[src/sv/assert_macros.svh]
// assertion helpers, compiled out for synthesis
`ifndef ASSERT_MACROS_SVH
`define ASSERT_MACROS_SVH
`ifndef SYNTHESIS
`define ASSERT_HOLDS(label, clk, rst_n, prop) \
	label: assert property (@(posedge clk) disable iff (!rst_n) prop) \
	else $error("assertion failed");
`define ASSERT_NEVER(label, clk, rst_n, prop) \
	label: assert property (@(posedge clk) disable iff (!rst_n) !(prop)) \
	else $error("forbidden condition seen");
`else
`define ASSERT_HOLDS(label, clk, rst_n, prop)
`define ASSERT_NEVER(label, clk, rst_n, prop)
`endif
`endif

[src/sv/ssc_pkg.sv]
`default_nettype none
package ssc_pkg;
	localparam int RW    = 20;  // radius
	localparam int HW    = 21;  // depth, up to 2r
	localparam int DENW  = 22;  // 3r - h
	localparam int CW    = 32;
	localparam int VW    = 31;
	localparam int QW    = 24;  // quotient bits of the centroid offset
	localparam int NUMW  = 45;
	localparam int DIVW  = 24;
	localparam int REMW  = 25;
	localparam int PW    = 62;
	localparam int KW    = 32;
	localparam int PRODW = 94;
	localparam logic [KW-1:0] PI_THIRD_Q31 = 32'd2248839617;
	localparam int QDEPTH = 2;

	typedef struct packed {
		logic signed [CW-1:0] cx;
		logic signed [CW-1:0] cy;
		logic signed [CW-1:0] cz;
		logic [HW-1:0]        h;
		logic [HW-1:0]        d;
		logic [DENW-1:0]      den;
		logic                 sub;
	} item_t;
endpackage
`default_nettype wire

[src/sv/ssc_queue.sv]
`default_nettype none
`include "assert_macros.svh"
module ssc_queue (
	input  wire logic      clk,
	input  wire logic      arst_n,
	input  wire logic      push_valid,
	output logic           push_ready,
	input  wire ssc_pkg::item_t push_item,
	output logic           pop_valid,
	input  wire logic      pop_ready,
	output ssc_pkg::item_t pop_item
);
	import ssc_pkg::*;

	item_t      mem_q [QDEPTH];
	logic       wr_ptr_q;
	logic       rd_ptr_q;
	logic [1:0] cnt_q;
	logic       push;
	logic       pop;

	assign push_ready = (cnt_q != 2'(QDEPTH));
	assign pop_valid  = (cnt_q != 2'd0);
	assign pop_item   = mem_q[rd_ptr_q];
	assign push       = push_valid && push_ready;
	assign pop        = pop_valid && pop_ready;

	always_ff @(posedge clk or negedge arst_n) begin
		if (!arst_n) begin
			wr_ptr_q <= 1'b0;
			rd_ptr_q <= 1'b0;
			cnt_q    <= 2'd0;
		end else begin
			if (push) wr_ptr_q <= !wr_ptr_q;
			if (pop) rd_ptr_q <= !rd_ptr_q;
			if (push && !pop) cnt_q <= cnt_q + 2'd1;
			else if (pop && !push) cnt_q <= cnt_q - 2'd1;
		end
	end

	always_ff @(posedge clk) begin
		if (push) begin
			mem_q[wr_ptr_q] <= push_item;
		end
	end

	`ASSERT_NEVER(a_cnt_range, clk, arst_n, cnt_q > 2'(QDEPTH))
	`ASSERT_HOLDS(a_ptr_gap, clk, arst_n,
		(cnt_q == 2'd0 || cnt_q == 2'(QDEPTH)) |-> (wr_ptr_q == rd_ptr_q))
endmodule
`default_nettype wire

[config.mk]
export PLATFORM = sky130hd
export DESIGN_NAME = ssc_queue
export DESIGN_NICKNAME = d
export VERILOG_FILES = /design/src/sv/ssc_pkg.sv /design/src/sv/ssc_queue.sv
export VERILOG_INCLUDE_DIRS = /design/src /design/src/sv
export SDC_FILE = /design/constraint.sdc
export NUM_CORES = 1
export LEC_CHECK = 0
export ABC_AREA = 0
export BUFFER_PORTS_ARGS = -buffer_cell sky130_fd_sc_hd__buf_2
export CORE_MARGIN = 2
export CORE_UTILIZATION = 45
export DETAILED_ROUTE_END_ITERATION = 10
export PLACE_DENSITY = 0.69
export SYNTH_ARGS = -nofsm -noshare
export SYNTH_HDL_FRONTEND = slang
export SYNTH_SLANG_ARGS = --single-unit
[constraint.sdc]
create_clock -name clk -period 12 [get_ports clk]
set_clock_uncertainty 0.2 [all_clocks]
set_input_delay 2.4 -clock clk [delete_from_list [all_inputs] [get_ports clk]]
set_output_delay 2.4 -clock clk [all_outputs]
set_load 0.01 [all_outputs]
==> results.cfg <==
[placed_design]
port_buffers = 327
globalplace.congestion = 0.740
dpl.hpwl_um = 14700
placed_area_um2 = 14100
dp_cells = 1175

[setup_path]
arrival_ns = 2.90
end_kind = output pin
startpoint_type = flop
path_class = reg -> out
rr_startpoint = cnt_q[0]$_DFFE_PN0P_
startpoint = rd_ptr_q$_DFFE_PN0P_
cp_max_fo = 59
r2r_slack_ns = 8.88
cp_data_required_time_ns = 9.40

[floorplan]
rows = 60
die-area_um2 = 28300
core_area_um2 = 26700
die_w_um = 168
initial_utilization_pct = 45.4
ios = 328
dieHeight_um = 168

[clocking]
ctsHoldBuffers = 0
htreeDepth = 2
root_buffer = clkbuf_16
numCtsBuffers = 34
clkTransAtPathRegs_ns = 0.06
cts_setup_buffers = 0
insertion_delay_ns = 0.50
ctsResizeCount = 0
clock_sinks = 326
clk_path_buf_depth = 3
cts_tree = yes

[route]
ant_nets = 0
vias = 5975
drc = 0
via_per_inst = 4.83
routed_wl_um = 22400
drt_pre_antenna_iters = 4
drt-initial-drc-count = 291
routedWlPerCell_um = 18.1

[synth]
yosysSeqAreaShare_pct = 80.5
ys_ff_latch = 326
yosysUniqueCellTypes = 15
synthesis.area_um2 = 12100
syn_nets = 685
async_reset_ff_share_pct = 1.23
synth_edf_count = 322
synthFlopType = edfxtp_1
avgSynthCellArea_um2 = 23.4
synth_cells = 519
yosys_warnings = 0

[sta]
fin_crit_sh_pct = 45.9
period_needed_ns = 5.50
fin_tns_setup_ns = 0
max_freq_ghz = 0.182
setup_violations = 0
drv_slew = 0
rsz0062_at_grt = false
worst_slew_pin_slew_ns = 1.05
finalHoldViolations = 0
relSlewSlack_pct = 30.0

[global_routing]
grt_max_degree = 71
grt_use_total_pct = 15.3
overflow = 0
grt_pass1_vias = 6142
grt_pass1_wl_um = 33300
antenna_found_initial = 4

[job]
drv_cap = 0

[layout]
fillers = 2056
multi_input_area_um2 = 2220
seq_area_um2 = 9770
syn_to_final_growth_pct = 24.9
fin_cells = 1237
drive_gt1_share_pct = 60.6
final_design_area_no_fill_um2 = 15100
mostFrequentLayoutCells = 327 x buf_2, 322 x edfxtp_1, 81 x mux2_2, 80 x mux2_4, 37 x clkbuf_16
nets = 1036
layout_commonest_cell = buf_2

[min_path]
worstHoldStart = cnt_q[1]$_DFFE_PN0P_
hold_path.class = reg -> reg

[power_and_ir_drop]
powerDensity_nw_per_um2 = 246
vdd_drop_max_v = 0.000157
p_leak_nw = 5.89

[status]
status = complete, no violations
## synthesized netlist by cell type (2+ instances only)
cell type,instances,share of area [%]
edfxtp_1,322,80
mux2_2,81,7.5
mux2_4,80,9.9
buf_6,10,0.93
buf_2,8,0.33
dfrtp_1,4,0.83
xnor2_1,3,0.22
nand2_1,2,0.062
nor2_1,2,0.062
xor2_1,2,0.14
## logic make-up after synthesis
logic type                 synth area share, %
xor gates and xnor gates                 0.361
and+or+nand+nor                          0.279
buffers and inverters                     1.29
DFF                                       80.5
adders and majority gates                0.103
muxes                                     17.4
## critical path: stages (launching register included)
cell and delay [ns]:
dfrtp_4 0.91, buf_4 0.87, mux2_2 0.41, buf_2 0.14
## stage by stage
step                hold WS, ns  setup slack, ns  util [%]  power [mW]
global route              0.363             6.28      56.7        3.91
finish                    0.309             6.50      56.7        3.72
global placement          0.285             6.94      52.8        2.78
CTS                       0.315             6.38      56.7        3.78
detailed placement        0.296             6.93      52.8        2.80
floorplan                 0.256             1.94         -        2.46
## cell type report
class	count	area share [%]
antenna	3	0.0496
clock buffer	44	6.29
clock inverter	15	0.586
inverter	1	0.0248
multi-input combinational	174	14.6
sequential	326	64.5
tap	341	2.82
timing repair buffer	333	11.1
## worst paths after layout
kind | end | cells past startpoint
hold reg to reg | cnt_q[1]$_DFFE_PN0P_ | 1
setup reg to reg | mem_q[0][120]$_DFFE_PP_ | 4
hold / removal | cnt_q[1]$_DFFE_PN0P_ | 1
min in group asynchronous | cnt_q[1]$_DFFE_PN0P_ | 1
max in group asynchronous | rd_ptr_q$_DFFE_PN0P_ | 1
setup / recovery | pop_item[40] | 3
## registers in the layout, indices dropped and copies added, names as in the netlist
register,flops
mem_q,322
wr_ptr_q,1
cnt_q,2
rd_ptr_q,1
## report_power, final
part	leakage, nW	total [mW]	internal [mW]	switching [mW]
clock	0.512	0.972	0.578	0.394
combinational	2.34	1.10	0.537	0.562
sequential	3.04	1.65	1.56	0.0927
total	5.89	3.72	2.68	1.05
## layer usage
layer / GRT usage (%) / vias to the layer above / share of wire (%)
met5: 0 / - / 0.049
met4: 5.21 / 2 / 2.8
met3: 5.92 / 47 / 9.3
met2: 26.0 / 232 / 50
met1: 17.8 / 2911 / 38
li1: - / 2783 / -
Power figures use the tool's default switching activity.
