$ cat config.mk
export PLATFORM = sky130hd
export DESIGN_NAME = ssc_front
export DESIGN_NICKNAME = d
export VERILOG_FILES = /design/src/sv/assert_macros.svh /design/src/sv/ssc_pkg.sv /design/src/sv/ssc_front.sv
export SDC_FILE = /design/constraint.sdc
export NUM_CORES = 1
export LEC_CHECK = 0
export BUFFER_PORTS_ARGS = -buffer_cell sky130_fd_sc_hd__buf_2
export CAP_MARGIN = 30
export CELL_PAD_IN_SITES_DETAIL_PLACEMENT = 1
export CELL_PAD_IN_SITES_GLOBAL_PLACEMENT = 1
export CORE_AREA = 2 2 191 137
export DETAILED_ROUTE_END_ITERATION = 10
export DIE_AREA = 0 0 193 139
export MAX_ROUTING_LAYER = met4
export PLACE_DENSITY = 0.92
export SKIP_CTS_REPAIR_TIMING = 1
export SLEW_MARGIN = 0
export SYNTH_ARGS = -nofsm -noshare
export SYNTH_HDL_FRONTEND = slang
export SYNTH_SLANG_ARGS = --single-unit
$ cat constraint.sdc
create_clock -name clk -period 9.8 [get_ports clk]
set_clock_uncertainty 0.2 [all_clocks]
set_input_delay 0.98 -clock clk [delete_from_list [all_inputs] [get_ports clk]]
set_output_delay 0.98 -clock clk [all_outputs]
set_load 0.005 [all_outputs]
$ cat src/sv/assert_macros.svh
// assertion helpers, compiled out for synthesis
`ifndef ASSERT_MACROS_SVH
`define ASSERT_MACROS_SVH
`ifndef SYNTHESIS
`define ASSERT_HOLDS(label, clk, rst_n, prop) \
	label: assert property (@(posedge clk) disable iff (!rst_n) prop) \
	else $error("assertion failed");
`define ASSERT_NEVER(label, clk, rst_n, prop) \
	label: assert property (@(posedge clk) disable iff (!rst_n) !(prop)) \
	else $error("forbidden condition seen");
`else
`define ASSERT_HOLDS(label, clk, rst_n, prop)
`define ASSERT_NEVER(label, clk, rst_n, prop)
`endif
`endif

$ cat src/sv/ssc_pkg.sv
`default_nettype none
package ssc_pkg;
	localparam int RW    = 20;  // radius
	localparam int HW    = 21;  // depth, up to 2r
	localparam int DENW  = 22;  // 3r - h
	localparam int CW    = 32;
	localparam int VW    = 31;
	localparam int QW    = 24;  // quotient bits of the centroid offset
	localparam int NUMW  = 45;
	localparam int DIVW  = 24;
	localparam int REMW  = 25;
	localparam int PW    = 62;
	localparam int KW    = 32;
	localparam int PRODW = 94;
	localparam logic [KW-1:0] PI_THIRD_Q31 = 32'd2248839617;
	localparam int QDEPTH = 2;

	typedef struct packed {
		logic signed [CW-1:0] cx;
		logic signed [CW-1:0] cy;
		logic signed [CW-1:0] cz;
		logic [HW-1:0]        h;
		logic [HW-1:0]        d;
		logic [DENW-1:0]      den;
		logic                 sub;
	} item_t;
endpackage
`default_nettype wire

$ cat src/sv/ssc_front.sv
`default_nettype none
module ssc_front (
	input  wire logic                     clk,
	input  wire logic                     arst_n,
	input  wire logic [ssc_pkg::RW-1:0]   radius,
	input  wire logic                     in_valid,
	output logic                          in_ready,
	input  wire logic signed [31:0]       center_x,
	input  wire logic signed [31:0]       center_y,
	input  wire logic signed [31:0]       center_z,
	input  wire logic signed [31:0]       fluid_level,
	output logic                          itm_valid,
	input  wire logic                     itm_ready,
	output ssc_pkg::item_t                itm
);
	import ssc_pkg::*;

	logic signed [33:0] hs;
	logic [HW-1:0]      r2;
	logic [DENW-1:0]    r3;
	logic [HW-1:0]      h;
	item_t              nxt;
	item_t              itm_s1;
	logic               vld_s1;

	always_comb begin
		hs = $signed({{2{fluid_level[31]}}, fluid_level}) - $signed({{2{center_z[31]}}, center_z})
			+ $signed({14'b0, radius});
		r2 = {radius, 1'b0};
		r3 = {2'b0, radius} + {1'b0, radius, 1'b0};
		// clamp to the full diameter
		if (hs > $signed({13'b0, r2}))
			h = r2;
		else
			h = hs[HW-1:0];
		nxt.cx  = center_x;
		nxt.cy  = center_y;
		nxt.cz  = center_z;
		nxt.sub = !hs[33] && (hs != 34'sd0);
		nxt.h   = h;
		nxt.d   = r2 - h;
		nxt.den = r3 - {1'b0, h};
	end

	assign in_ready  = !vld_s1 || itm_ready;
	assign itm_valid = vld_s1;
	assign itm       = itm_s1;

	always_ff @(posedge clk or negedge arst_n) begin
		if (!arst_n) begin
			vld_s1 <= 1'b0;
		end else if (in_valid && in_ready) begin
			vld_s1 <= 1'b1;
		end else if (itm_ready) begin
			vld_s1 <= 1'b0;
		end
	end

	always_ff @(posedge clk) begin
		if (in_valid && in_ready) begin
			itm_s1 <= nxt;
		end
	end
endmodule
`default_nettype wire

==> results.tsv, run 1 <==
stage	metric	value	unit
routing	first_pass_iters	5	
critical_path	critical_path_class	in2reg	
synthesis	synth_edf_count	160	
finish	nNetsFinal	1626	
global_routing	grt_pass1_vias	9891	
finish	final_area	13400	µm²
synthesis	syn_area_per_cell	10.7	µm²
critical_path	startpoint_type	input port	
finish	synthToLayoutAreaGrowth	23.6	%
timing	finalCritPeriodShare	95.6	%
critical_path	r2r-start	itm_valid	
synthesis	ys_seq_area_share	44.4	%
timing	finalSetupViolations	0	
routing	antenna_left	0	
synthesis	synth_warnings	0	
critical_path	crit_required	9800	ps
critical_path	cp_top_family	compound AO/OA/AOI/OAI gates	
global_routing	overflow	0	
pwr	power_density	236	nW/µm²
synthesis	async_flop_share	0.621	%
floorplanning	die_h	139	µm
place	post_dp_cell_area	12800	µm²
synthesis	synth_cell_types	67	
global_routing	grt_antenna_before_repair	6	
floorplanning	ios	315	
critical_path	slowest_delay	560	ps
timing	whs	92.7	ps
pwr	worst_ir_drop_vdd	0.000134	V
place	dp_hpwl	28.5	mm
synthesis	synthSimpleGateAreaFrac	9.43	%
place	port_buffers	314	
cts	clk-insertion-delay-late	450	ps
floorplanning	start_util	43.3	%
synthesis	synthCells	1012	
critical_path	crit_path_frequent_cell	a21oi_1	
routing	via_per_inst	5.56	
cts	max-clock-path-buffers	2	
synthesis	synth-xor-area-share	4.75	%
synthesis	synth_compound_area_share	15.8	%
cts	cts_made_buffers	17	
critical_path	crit_path_top_delay_cell	fa_1	
timing	relSlewSlack	35.0	%
critical_path	arrival	9370	ps
critical_path	crit_fanout	7	
synthesis	synthMuxAreaShare	0.196	%
synthesis	synth_top_area_cell	edfxtp_1	
finish	final_core_util	53.5	%
floorplanning	dieArea	26800	µm²
pwr	p_leak	6.14	nW
synthesis	synthesis.area	10900	µm²
cts	cts_tree	done	
cts	cts_sinks	161	
global_routing	grt_max_degree	76	
cts	cts-root-buf	clkbuf_16	
routing	num_vias	9341	
global_routing	grt_pass1_wl	55.1	mm
timing	fmax	107	MHz
routing	wl_per_cell	21.6	µm
job	maxCapViolCount	0	
floorplanning	num_rows	49	
global_routing	grt.total_usage	27.8	%
synthesis	synth_fp_nets	1309	
routing	drt_iter0_markers	636	
timing	tightest_slew	975	ps
synthesis	yosys-top-cells-area	edfxtp_1 (44%), ha_1 (12%), fa_1 (7.0%)	
synthesis	synthAdderAreaFrac	19.4	%
finish	nFillCells	2876	
critical_path	cp_num_buf_inv	6	
finish	drive_gt1_share	28.2	%
synthesis	synth_top_family_by_area	adder cells	
critical_path	critical_path.startpoint	radius[3]	
routing	drt-total-wl	36.2	mm
worst_hold_path	min_path_type	in2async	
cts	clk_pin_slew	70	ps
synthesis	ys_seq_elements	161	
floorplanning	die_width	193	µm
timing	period_needed	9370	ps
timing	hold_viol_final	0	
routing	drc_errors	0	
place	gp_congestion	0.886	
synthesis	ys.flop_type	edfxtp_1	
timing	drv_slew	0	
critical_path	end_kind	register	
floorplanning	core-area	25100	µm²
outcome	status	completed	
cts	htree_levels	4	
synthesis	synth_top_cell_area_share	44.2	%
pwr	fin_total_pwr	3.17	mW
-- cells in the mapped netlist (8+ instances only) --
| library cell | instances |
|---|---|
| fa_1 | 38 |
| edfxtp_1 | 160 |
| o21bai_1 | 11 |
| nand3_1 | 16 |
| inv_1 | 146 |
| o21ai_0 | 52 |
| clkbuf_1 | 17 |
| xnor2_1 | 40 |
| a21oi_1 | 75 |
| nand2_1 | 68 |
| nor3_1 | 21 |
| o21a_1 | 19 |
| nand4_1 | 18 |
| xor2_1 | 19 |
| ha_1 | 107 |
| a31oi_1 | 12 |
| nor2_1 | 42 |
| a21o_1 | 30 |
| nor2b_1 | 8 |
-- routing by layer --
metal	track usage (%)	wire length (µm)	vias up	part of all wire, %
met2	45.4	17400	428	48
met5	-	0	-	0
met3	5.97	2810	77	7.8
met4	10.0	1070	0	3.0
li1	-	-	4279	-
met1	33.8	15000	4557	41
-- logic make-up after synthesis --
kind of cell / count (synthesis)
compound gates: 260
xor+xnor: 59
fa+ha+maj: 146
buf+inv: 170
flops: 161
mux: 2
simple gates: 214
-- per-stage QoR --
step / TNS [ps] / worst slack [ps] / instances
floorplan: 0 / 825 / 1012
detailed placement: -178 / -101 / 1638
global placement: 0 / 390 / 1638
finish: 0 / 434 / 1679
CTS: 0 / 185 / 1670
global route: -56.0 / -45.9 / 1679
-- cell usage in the layout, fill, tap and decap left out, drive strengths merged, types with 3 or more instances in the layout --
master / n
buf: 322
edfxtp: 160
inv: 150
ha: 107
a21oi: 75
nand2: 68
o21ai: 55
nor2: 42
xnor2: 40
fa: 38
a21o: 31
nor3: 21
clkbuf: 21
o21a: 19
xor2: 19
nand4: 18
nand3: 16
a31oi: 12
o21bai: 11
nor2b: 8
nand2b: 7
o211ai: 7
nor4: 7
and3: 7
o31ai: 7
diode: 6
or3: 6
or2: 5
a21boi: 5
clkinv: 5
and2: 4
a211oi: 4
a32o: 3
o2111ai: 3
o221ai: 3
a2111oi: 3
o22ai: 3
-- report_power, final --
group	total (mW)	internal [mW]	leakage, nW	switching (mW)
combinational	1.54	0.609	4.33	0.931
clock	0.659	0.345	0.269	0.315
sequential	0.973	0.938	1.54	0.0342
-- worst paths after layout --
path	end	slack [ps]	cells past startpoint
hold reg to reg	itm_valid	340	2
max in group asynchronous	itm_valid	9220	1
hold / removal	itm_valid	90	1
setup reg to reg	itm[127]	7590	3
setup / recovery	itm[22]	430	38
min in group clk	itm_valid	340	2
-- state kept, by name, indices dropped and copies added (netlist names) --
signal / flops
itm: 160
itm_valid: 1
-- cell type report --
| cell class | instances | area [µm²] | area share, % |
|---|---|---|---|
| sequential | 161 | 4830 | 35.9 |
| timing repair buffer | 322 | 1640 | 12.2 |
| tap | 331 | 414 | 3.08 |
| clock inverter | 11 | 100 | 0.745 |
| antenna | 6 | 15.0 | 0.112 |
| multi-input combinational | 681 | 5440 | 40.5 |
| inverter | 146 | 548 | 4.08 |
| clock buffer | 21 | 460 | 3.43 |
(Power assumes the default switching activity.)
==> run 2: changes to the inputs <==
- BUFFER_PORTS_ARGS: -buffer_cell sky130_fd_sc_hd__buf_2 -> -buffer_cell sky130_fd_sc_hd__buf_4
- CORE_AREA: 2 2 191 137 -> 2 2 198 142
- DIE_AREA: 0 0 193 139 -> 0 0 200 144
- PLACE_DENSITY: 0.92 -> 0.8
- clock period: 9.8 -> 8.95 ns (I/O delays scaled with it)
==> run 2 against run 1 <==
  * Clock power increased by 15%
  * Non-clock buffer count increased by 68
  * Highest routed layer unchanged
  * Register-to-register slack got worse by 1100 ps
==> results.tsv, run 2 (same netlist as run 1, synthesis figures left out) <==
stage	metric	value	unit
critical_path	crit_path_top_delay_cell	fa_1	
critical_path	crit_required	8950	ps
pwr	netSwitchingFraction	38.9	%
timing	finalSetupViolations	0	
routing	antenna_left	0	
floorplanning	dieArea	28800	µm²
finish	synthToLayoutAreaGrowth	36.5	%
floorplanning	die_width	200	µm
place	post_dp_cell_area	14100	µm²
pwr	switching_power	1.45	mW
cts	cts_tree	done	
finish	nNetsFinal	1694	
routing	wl_per_cell	20.4	µm
routing	drt_iter0_markers	585	
pwr	power_density	252	nW/µm²
finish	final_common_cell	buf_4	
floorplanning	ios	315	
pwr	p_seq_share	28.6	%
critical_path	slowest_delay	540	ps
floorplanning	start_util	40.1	%
global_routing	grt_antenna_before_repair	1	
cts	clk_pin_slew	90	ps
global_routing	grt_pass1_wl	54.2	mm
cts	cts-root-buf	clkbuf_16	
pwr	p_leak	6.75	nW
outcome	status	completed	
job	maxCapViolCount	0	
global_routing	grt.total_usage	25.7	%
timing	hold_viol_final	0	
timing	drv_slew	0	
cts	clk-insertion-delay-late	450	ps
critical_path	end_kind	register	
cts	htree_levels	4	
pwr	fin_total_pwr	3.73	mW
routing	drc_errors	0	
timing	tightest_slew	912	ps
routing	first_pass_iters	5	
place	port_buffers	314	
floorplanning	die_h	144	µm
routing	num_vias	9319	
worst_hold_path	min_path_type	in2reg	
floorplanning	core-area	27100	µm²
critical_path	arrival	8650	ps
critical_path	cp_top_family	compound AO/OA/AOI/OAI gates	
pwr	combPwrFrac	51.1	%
pwr	power.internal	2.28	mW
global_routing	overflow	0	
cts	cts_sinks	161	
routing	drt-total-wl	36.3	mm
global_routing	grt_max_degree	69	
global_routing	grt_pass1_vias	9636	
critical_path	critical_path_class	in2reg	
cts	cts_made_buffers	17	
timing	relSlewSlack	39.2	%
timing	period_needed	8650	ps
routing	via_per_inst	5.23	
place	dp_hpwl	29.0	mm
finish	final_area	14800	µm²
critical_path	cp_num_buf_inv	8	
pwr	worst_ir_drop_vdd	0.000160	V
pwr	clock_power_share	20.4	%
timing	finalCritPeriodShare	96.7	%
place	gp_congestion	0.897	
timing	fmax	116	MHz
floorplanning	num_rows	51	
timing	whs	402	ps
critical_path	crit_fanout	5	
cts	max-clock-path-buffers	2	
finish	drive_gt1_share	32.4	%
finish	largest_register_ffs	160	
finish	final_cell_mix	buf_4 (388), edfxtp_1 (160), inv_1 (146)	
critical_path	startpoint_type	input port	
-- run 2: per-layer routing --
layer | global-route usage [%] | up-vias | wire length (µm)
met5 | - | - | 0
met4 | 6.94 | 0 | 605
met3 | 5.99 | 45 | 2540
met2 | 40.8 | 306 | 17000
met1 | 33.2 | 4554 | 16100
li1 | - | 4414 | -
-- run 2: per-stage QoR --
step                TNS, ps  setup slack [ps]  utilization (%)  std cells
finish                    0               299             54.7       1782
global route          -29.3             -27.1             54.7       1782
CTS                   -38.0             -38.0             54.3       1774
detailed placement    -1790              -470             52.1       1742
global placement      -1.82             -1.82             52.1       1742
floorplan                 0              60.4                -       1012
-- run 2: layout make-up --
cell class	count	area [µm²]
Multi-Input combinational cell	681	5460
Sequential cell	161	4830
Inverter	146	548
Clock inverter	15	170
Clock buffer	17	425
Tap cell	371	464
Antenna cell	1	2.50
Fill cell	3015	12300
Timing Repair Buffer	390	2940
-- run 2: worst paths after layout --
kind                         startpoint         to  slack [ps]  cells past startpoint
min reg2reg                   itm_valid  itm_valid         420                      2
max in group asynchronous        arst_n  itm_valid        7890                      2
max                           radius[6]    itm[22]         300                     42
max reg2reg                   itm_valid    itm[61]        6500                      3
min in group asynchronous        arst_n  itm_valid         580                      2
min                        center_x[31]   itm[160]         400                      1
-- run 2: worst register-to-register path, stage by stage, from the launching register on --
cell and delay, ps:
dfrtp_1 400, nand2b_1 140, and2_4 460, buf_4 800
-- run 2: power by group through the flow --
stage | registers (mW) | clock network, mW | logic, mW
after floorplan | 1.09 | 0 | 1.04
after global placement | 1.08 | 0 | 1.74
after detailed placement | 1.08 | 0 | 1.82
after CTS | 1.07 | 0.780 | 1.84
after global routing | 1.08 | 0.803 | 2.09
final | 1.07 | 0.761 | 1.91
==> run 3: changes to the inputs <==
- clock period: 8.95 -> 9.75 ns (I/O delays scaled with it)
==> run 3 against run 2 <==
  * Sequential power fell by 9%
  * Non-clock buffer count fell by 67
  * Final area fell by 3.6%
  * Combinational power fell by 18%
  * Via count fell by 3.0%
  * First-iteration DRC count fell by 15%
  * Critical path type unchanged
  * Highest routed layer unchanged
==> results.tsv, run 3 (same netlist as run 1, synthesis figures left out) <==
stage	metric	value	unit
cts	max-clock-path-buffers	2	
global_routing	grt_antenna_before_repair	0	
global_routing	grt_pass1_vias	9298	
critical_path	crit_path_frequent_cell	a21oi_1	
finish	final_cell_mix	buf_4 (322), edfxtp_1 (160), inv_1 (146)	
critical_path	end_kind	register	
routing	first_pass_iters	5	
timing	relSlewSlack	40.2	%
pwr	p_leak	6.45	nW
routing	antenna_left	0	
critical_path	crit_path_top_delay_cell	fa_1	
timing	period_needed	9300	ps
finish	n_antenna_cell	0	
worst_hold_path	min_path_type	in2async	
timing	finalCritPeriodShare	95.4	%
finish	synthToLayoutAreaGrowth	31.6	%
critical_path	crit_required	9750	ps
place	gp_congestion	0.889	
place	dp_cells	1680	
floorplanning	start_util	40.1	%
finish	drive_gt1_share	27.9	%
cts	clk-insertion-delay-late	440	ps
floorplanning	die_h	144	µm
global_routing	grt_pass1_wl	51.7	mm
critical_path	arrival	9300	ps
floorplanning	num_rows	51	
routing	num_vias	9036	
timing	hold_viol_final	0	
routing	drc_errors	0	
outcome	status	completed	
finish	largest_register_ffs	160	
cts	clk_pin_slew	70	ps
floorplanning	ios	315	
timing	tns	0	ps
critical_path	slowest_delay	600	ps
global_routing	overflow	0	
cts	htree_levels	4	
finish	nFillCells	3049	
cts	cts_made_buffers	17	
timing	finalSetupViolations	0	
global_routing	grt_max_degree	70	
pwr	worst_ir_drop_vdd	0.000148	V
pwr	power_density	230	nW/µm²
finish	final_core_util	52.7	%
routing	drt_iter0_markers	496	
floorplanning	dieArea	28800	µm²
place	port_buffers	314	
routing	wl_per_cell	20.1	µm
routing	via_per_inst	5.27	
global_routing	grt.total_usage	24.4	%
finish	finalNonFillerCells	1714	
finish	final_area	14300	µm²
job	maxCapViolCount	0	
cts	cts-root-buf	clkbuf_16	
timing	drv_slew	0	
cts	cts_sinks	161	
pwr	fin_total_pwr	3.28	mW
place	dp_hpwl	27.8	mm
routing	drt-total-wl	34.5	mm
finish	final_common_cell	buf_4	
floorplanning	core-area	27100	µm²
timing	fmax	108	MHz
place	post_dp_cell_area	13600	µm²
critical_path	critical_path_class	in2reg	
finish	nNetsFinal	1627	
floorplanning	die_width	200	µm
critical_path	startpoint_type	input port	
cts	cts_tree	done	
critical_path	crit_fanout	5	
timing	tightest_slew	897	ps
run 3: changes by cell type in the layout (fill, tap and decap cells not counted), moves of 3 or more:
cell and delta:
buf_4 -66, a21oi_1 +8, a21oi_2 -8, inv_6 +3
o21ai_0 +3, o21ai_1 -3
run 3: worst max-delay path, delay by kind of cell:
kind	cells	cell delay (ps)
AOI/OAI and AO/OA	21	4130
xor gates and xnor gates	2	330
adders and majority gates	6	2480
buffers and inverters	4	350
and+or+nand+nor	6	1020
run 3: per-layer routing:
layer	vias to the layer above	part of all wire (%)	wire length (µm)	global-route usage, %
li1	4267	-	-	-
met2	293	47	16100	38.9
met1	4442	45	15600	32.3
met3	34	6.6	2290	4.92
met4	0	1.5	501	5.58
met5	-	0	0	-
run 3: cell type report:
type                       count  area (µm²)  area share [%]
multi-input combinational    681        5400            37.7
sequential                   161        4830            33.8
tap                          371         464            3.25
timing repair buffer         323        2430            17.0
clock inverter                15         213            1.49
clock buffer                  17         425            2.97
inverter                     146         548            3.83
run 3: final timing paths:
check                      slack (ps)       from   endpoint  cells after the start
min                               100     arst_n  itm_valid                      1
max                               450  radius[1]    itm[22]                     39
min in group clk                  390  itm_valid  itm_valid                      2
max reg2reg                      7410  itm_valid   itm[108]                      3
max in group asynchronous        9170     arst_n  itm_valid                      1
min reg2reg                       390  itm_valid  itm_valid                      2
run 3: power breakdown:
part           leakage (nW)  switching (mW)  total [mW]  internal [mW]
Clock                 0.308           0.341       0.738          0.396
Sequential             1.54          0.0341       0.977          0.943
Combinational          4.61           0.890        1.57          0.678
run 3: metrics by stage:
step | hold slack [ps] | setup slack (ps)
after floorplan | 337 | 780
after global placement | 334 | 426
after detailed placement | 374 | 69.5
after CTS | 77.0 | 537
after global routing | 83.6 | -40.9
final | 100 | 448
